===== src/hdl/lik_pkg.sv =====
// Shared constants, widths and the arctangent table for the leg inverse kinematics pipeline.
// No dependencies; used by lik_cordic, lik_isqrt and leg_inverse_kinematics_3dof.
`default_nettype none
package lik_pkg;

  // Arithmetic configuration
  localparam int CORDIC_STEPS    = 16;
  localparam int ANGLE_FRAC_BITS = 6;

  // Datapath widths
  localparam int CW         = 36;               // CORDIC x/y width, signed
  localparam int ZW         = 26;               // angle accumulator width, Q16 degrees
  localparam int SQRT_STEPS = 31;               // root bits
  localparam int SQ_IN_W    = 2 * SQRT_STEPS;   // radicand width
  localparam int DIV_STEPS  = 30;               // Q30 cosine quotient bits
  localparam int LEN_W      = 14;
  localparam int COORD_W    = 16;
  localparam int ANG_OUT_W  = 14;

  // Pipeline latencies
  localparam int CORDIC_LAT = CORDIC_STEPS + 1;
  localparam int SQRT_LAT   = SQRT_STEPS;
  localparam int DIV_LAT    = DIV_STEPS + 1;

  // Angles in Q16 degrees
  localparam logic signed [ZW-1:0] DEG90  = ZW'(90 * 65536);
  localparam logic signed [ZW-1:0] DEG180 = ZW'(180 * 65536);

  // Register indexes and reset values
  localparam logic [1:0] REG_COXA  = 2'd0;
  localparam logic [1:0] REG_FEMUR = 2'd1;
  localparam logic [1:0] REG_TIBIA = 2'd2;
  localparam logic [LEN_W-1:0] COXA_RST  = LEN_W'(480);
  localparam logic [LEN_W-1:0] FEMUR_RST = LEN_W'(960);
  localparam logic [LEN_W-1:0] TIBIA_RST = LEN_W'(1280);

  // atan(2^-i) in Q16 degrees, rounded to nearest
  function automatic logic signed [ZW-1:0] atan_entry(input int i);
    logic signed [ZW-1:0] a;
    case (i)
      0:  a = ZW'(2949120);
      1:  a = ZW'(1740967);
      2:  a = ZW'(919879);
      3:  a = ZW'(466945);
      4:  a = ZW'(234379);
      5:  a = ZW'(117306);
      6:  a = ZW'(58666);
      7:  a = ZW'(29335);
      8:  a = ZW'(14668);
      9:  a = ZW'(7334);
      10: a = ZW'(3667);
      11: a = ZW'(1833);
      12: a = ZW'(917);
      13: a = ZW'(458);
      14: a = ZW'(229);
      15: a = ZW'(115);
      16: a = ZW'(57);
      17: a = ZW'(29);
      18: a = ZW'(14);
      19: a = ZW'(7);
      20: a = ZW'(4);
      21: a = ZW'(2);
      22: a = ZW'(1);
      default: a = '0;
    endcase
    return a;
  endfunction

endpackage
`default_nettype wire


===== src/hdl/lik_isqrt.sv =====
// Pipelined floor integer square root, one root bit per stage.
// Depends on lik_pkg for widths.
`default_nettype none
module lik_isqrt (
  input  logic                             clk_i,
  input  logic                             en_i,
  input  logic [lik_pkg::SQ_IN_W-1:0]      v_i,
  output logic [lik_pkg::SQRT_STEPS-1:0]   root_o
);
  localparam int W = lik_pkg::SQ_IN_W;
  localparam int N = lik_pkg::SQRT_STEPS;

  logic [W-1:0] v_q [N];
  logic [W-1:0] r_q [N];

  for (genvar i = 0; i < N; i++) begin : g_step
    localparam logic [W-1:0] STEP_BIT = W'(1) << (W - 2 - 2 * i);
    logic [W-1:0] v_in, r_in, trial;

    if (i == 0) begin : g_first
      assign v_in = v_i;
      assign r_in = '0;
    end else begin : g_next
      assign v_in = v_q[i-1];
      assign r_in = r_q[i-1];
    end

    assign trial = r_in + STEP_BIT;

    always_ff @(posedge clk_i) begin
      if (en_i) begin
        if (v_in >= trial) begin
          v_q[i] <= v_in - trial;
          r_q[i] <= (r_in >> 1) + STEP_BIT;
        end else begin
          v_q[i] <= v_in;
          r_q[i] <= r_in >> 1;
        end
      end
    end
  end

  assign root_o = r_q[N-1][N-1:0];

endmodule
`default_nettype wire


===== config.mk =====
export PLATFORM = sky130hd
export DESIGN_NAME = lik_isqrt
export DESIGN_NICKNAME = d
export VERILOG_FILES = /design/src/hdl/lik_pkg.sv /design/src/hdl/lik_isqrt.sv
export SDC_FILE = /design/constraint.sdc
export NUM_CORES = 2
export LEC_CHECK = 0
export BUFFER_PORTS_ARGS = -buffer_cell sky130_fd_sc_hd__buf_2
export CAP_MARGIN = 15
export CORE_MARGIN = 2
export CORE_UTILIZATION = 40
export DETAILED_ROUTE_END_ITERATION = 10
export GPL_TIMING_DRIVEN = 0
export PLACE_DENSITY_LB_ADDON = 0.1
export SLEW_MARGIN = 20
export SYNTH_ARGS = -nofsm -noshare
export SYNTH_HDL_FRONTEND = slang
export SYNTH_SLANG_ARGS = --single-unit

===== constraint.sdc =====
create_clock -name clk_i -period 5.75 [get_ports clk_i]
set_input_delay 0.8625 -clock clk_i [delete_from_list [all_inputs] [get_ports clk_i]]
set_output_delay 0.8625 -clock clk_i [all_outputs]
set_load 0.03 [all_outputs]

==> flow_summary.ini <==
[outcome]
outcome = complete, no violations

[logic_synthesis]
synthArstFlopShare_pct = 0
syn-num-nets = 9754
synth_cell_types = 98
yosysSeqAreaShare_pct = 62.1
syn_avg_cell_area_um2 = 12.4
synth_cells = 9165
yosysTopAreaCell = edfxtp_1
ys_warn_count = 0
ys_seq_elements = 2356
ys.flop_type = edfxtp_1
syn_area_um2 = 114000
synthTopCellsByArea = edfxtp_1, ha_1, xor2_1, xnor2_1, o21ai_0
synth_top_area_share_pct = 62.1
synth_edf_count = 2356

[drt]
num_vias = 74700
first_pass_iters = 6
drt_wl_total_mm = 325
ant_nets = 0
vias_per_cell = 5.52
wl_per_cell_um = 24.1
initialDrtViolationCount = 6660
drc = 0

[pwr]
switchingPower_uw = 16200
clock_power_share_pct = 32.5
peakVddDrop_uv = 218
seq_power_share_pct = 45.6
pwr-share-comb_pct = 21.9
p_int_uw = 35800
powerDensity_nw_per_um2 = 404
swShare_pct = 31.1
leakage_uw = 0.0476

[worst_setup_path]
cp_max_fo = 9
crit_path_start = r_q[1][405]
cp-start-kind = register
cp-end-kind = register
worstRegToRegCells = 13
crit_end = v_q[1][490]
crit_cells = 13
crit_required_ps = 6290
critPathBufInv = 4
crit_type = reg2reg
crit_top_cell = clkbuf_1
max_stage_delay_ps = 730
rrSetupSlack_ps = 290
regToRegStartpoint = r_q[1][405]
critPathArrivalTime_ps = 6000
r2r_end = v_q[1][490]
slowest_stage = nor4_1
crit_chain = inv_1, ha_1, clkbuf_1, nand4_1, nor4_1, a311oi_1, o2111a_1, clkbuf_1, or2_2, or4b_1, clkbuf_1, nor4_1, xor2_1
path_delay_family = simple AND/OR/NAND/NOR gates

[timing]
hold-worst-slack_ps = 161
max_freq_mhz = 183
hold_violations = 0
rsz0062_at_grt = false
fin_setup_tns_ps = 0
setup_viol = 0
worst_pin_slew_ps = 1290
finalCritPeriodShare_pct = 94.9
fin_ws_ps = 292
clock_skew_ps = 59.7
slew_headroom_pct = 12.9
slew_viol_final = 0
fin_crit_ps = 5460

[floorplanning]
ioPinCount = 95
fp-row-count = 195
initial_utilization_pct = 40.3
fp.coreArea_um2 = 283000
die_area_um2 = 289000
die_w_um = 538
die_h_um = 538

[placed_design]
place_area_um2 = 120000
gp_congestion = 0.921
place_ws_ps = -13.5
dp_hpwl_mm = 255
port_buffers = 93

[global_routing]
grt_max_degree = 61
grt_pass1_vias = 72000
grt.overflow.total = 0
antenna_found_initial = 25
grtUsageTotal_pct = 22.2
grt_pass1_wl_mm = 479

[layout]
syn_to_final_growth_pct = 13.1
final_area_um2 = 129000
layout-drive-gt1-share_pct = 7.35
nets = 10200
final_core_util_pct = 45.5

[clock_network]
clockBufferDepth = 4
h-tree-depth = 5
clkLatencyLatePin_ps = 900
root_buffer = clkbuf_16
cts_made_buffers = 272
cts_tree = done
clk_pin_slew_ps = 60
cts_sinks = 2356
cts_resized = 1
cts_hold_buf = 0
post-cts-setup-buffer-count = 0

[flow_run]
cap_violations = 0

[min_path]
hp-class = in2reg
## worst min-delay path by stage
stage	depth (start not counted)	end	startpoint	slack [ps]
after floorplan	0	v_q[0][638]	v_q[0][576]	420
after global placement	0	v_q[0][820]	v_q[0][758]	430
after detailed placement	0	v_q[0][820]	v_q[0][758]	430
after CTS	1	v_q[0][54]	v_i[54]	70
after global routing	1	v_q[0][37]	v_i[37]	100
final	1	v_q[0][37]	v_i[37]	160
## registers in the layout, indices dropped and copies added (netlist names)
signal and flops:
v_q 1860, r_q 496
## power by group through the flow
stage                     Combinational, uW  Sequential, uW  Clock [uW]
after detailed placement              11100           24000           0
after global routing                  12500           23900       17900
final                                 11400           23700       16900
after floorplan                        7810           23100           0
after global placement                11000           24100           0
after CTS                             11300           23700       17300
## stage by stage
step	total power, uW	std cells
2_1_floorplan	30900	9165
3_3_place_gp	35200	13000
3_5_place_dp	35200	13000
4_1_cts	52300	13500
5_1_grt	54400	13500
6_report	52000	13500
## cell families after synthesis
group / after synthesis / synth area share [%]
multiplexers: 71 / 0.687
adder cells (fa/ha/maj): 525 / 5.77
AND/OR/NAND/NOR: 2760 / 12.6
AO/OA/AOI/OAI: 1746 / 9.51
flip-flops: 2356 / 62.1
XOR/XNOR: 832 / 6.40
buffers and inverters: 875 / 2.93
## cell usage in the layout, fill, tap and decap left out, types with 158 or more instances in the layout
cell       count
nand4_1      170
ha_1         525
xnor2_1      402
clkbuf_1     223
o21ai_0      533
xor2_1       430
nor2_1       508
nor4_1       331
clkbuf_16    282
nand2_1      693
nor3_1       254
a21o_1       224
a21oi_1      473
nand3_1      158
inv_1        642
edfxtp_1    2356
## worst register-to-register path: cells and delay by family (launching register included)
| kind | cells | cell delay [ps] |
|---|---|---|
| buffers and inverters | 4 | 1000 |
| adder cells (fa/ha/maj) | 1 | 280 |
| AO/OA/AOI/OAI | 2 | 390 |
| AND/OR/NAND/NOR | 5 | 2180 |
| flip-flops | 1 | 560 |
| XOR/XNOR | 1 | 710 |
## cell type report
| type | count | area [um2] |
|---|---|---|
| diodes | 5 | 12.5 |
| plain buffers | 233 | 1050 |
| clock buffers | 335 | 7260 |
| clock inverters | 142 | 1350 |
| fillers | 25500 | 154000 |
| inverters | 642 | 2410 |
| multi-input cells | 5934 | 39800 |
| flip-flops and latches | 2356 | 70700 |
| well taps | 3743 | 4680 |
| repair buffers | 133 | 1460 |
## metal layers
metal,share of wire [%],vias to the layer above,track usage (%)
li1,-,35200,-
met4,2.7,6,6.24
met1,48,37000,33.1
met3,6.2,396,3.63
met5,0.011,-,0
met2,43,2101,33.4
## synth_stat cells (12+ instances only)
| cell type | count |
|---|---|
| edfxtp_1 | 2356 |
| nand2_1 | 693 |
| inv_1 | 642 |
| o21ai_0 | 533 |
| ha_1 | 525 |
| nor2_1 | 508 |
| a21oi_1 | 473 |
| xor2_1 | 430 |
| xnor2_1 | 402 |
| nor4_1 | 335 |
| nor3_1 | 255 |
| a21o_1 | 224 |
| clkbuf_1 | 207 |
| nand4_1 | 170 |
| nand3_1 | 158 |
| nand2b_1 | 109 |
| or3_1 | 95 |
| o21a_1 | 84 |
| nor2b_1 | 82 |
| o21bai_1 | 63 |
| or4_1 | 63 |
| nor4b_1 | 60 |
| mux2_2 | 57 |
| or2_2 | 48 |
| a211oi_1 | 46 |
| a31oi_1 | 42 |
| o31ai_1 | 35 |
| and3_1 | 33 |
| o211ai_1 | 33 |
| nand3b_1 | 31 |
| a21boi_0 | 24 |
| and2_1 | 24 |
| nand4b_1 | 21 |
| nor3b_1 | 17 |
| o31a_1 | 17 |
| a2111oi_0 | 16 |
| buf_2 | 16 |
| a211o_1 | 15 |
| a31o_2 | 14 |
| mux2i_1 | 14 |
| o41ai_1 | 13 |
| o2111ai_1 | 12 |
No activity file was read; power rests on OpenSTA's default activity.
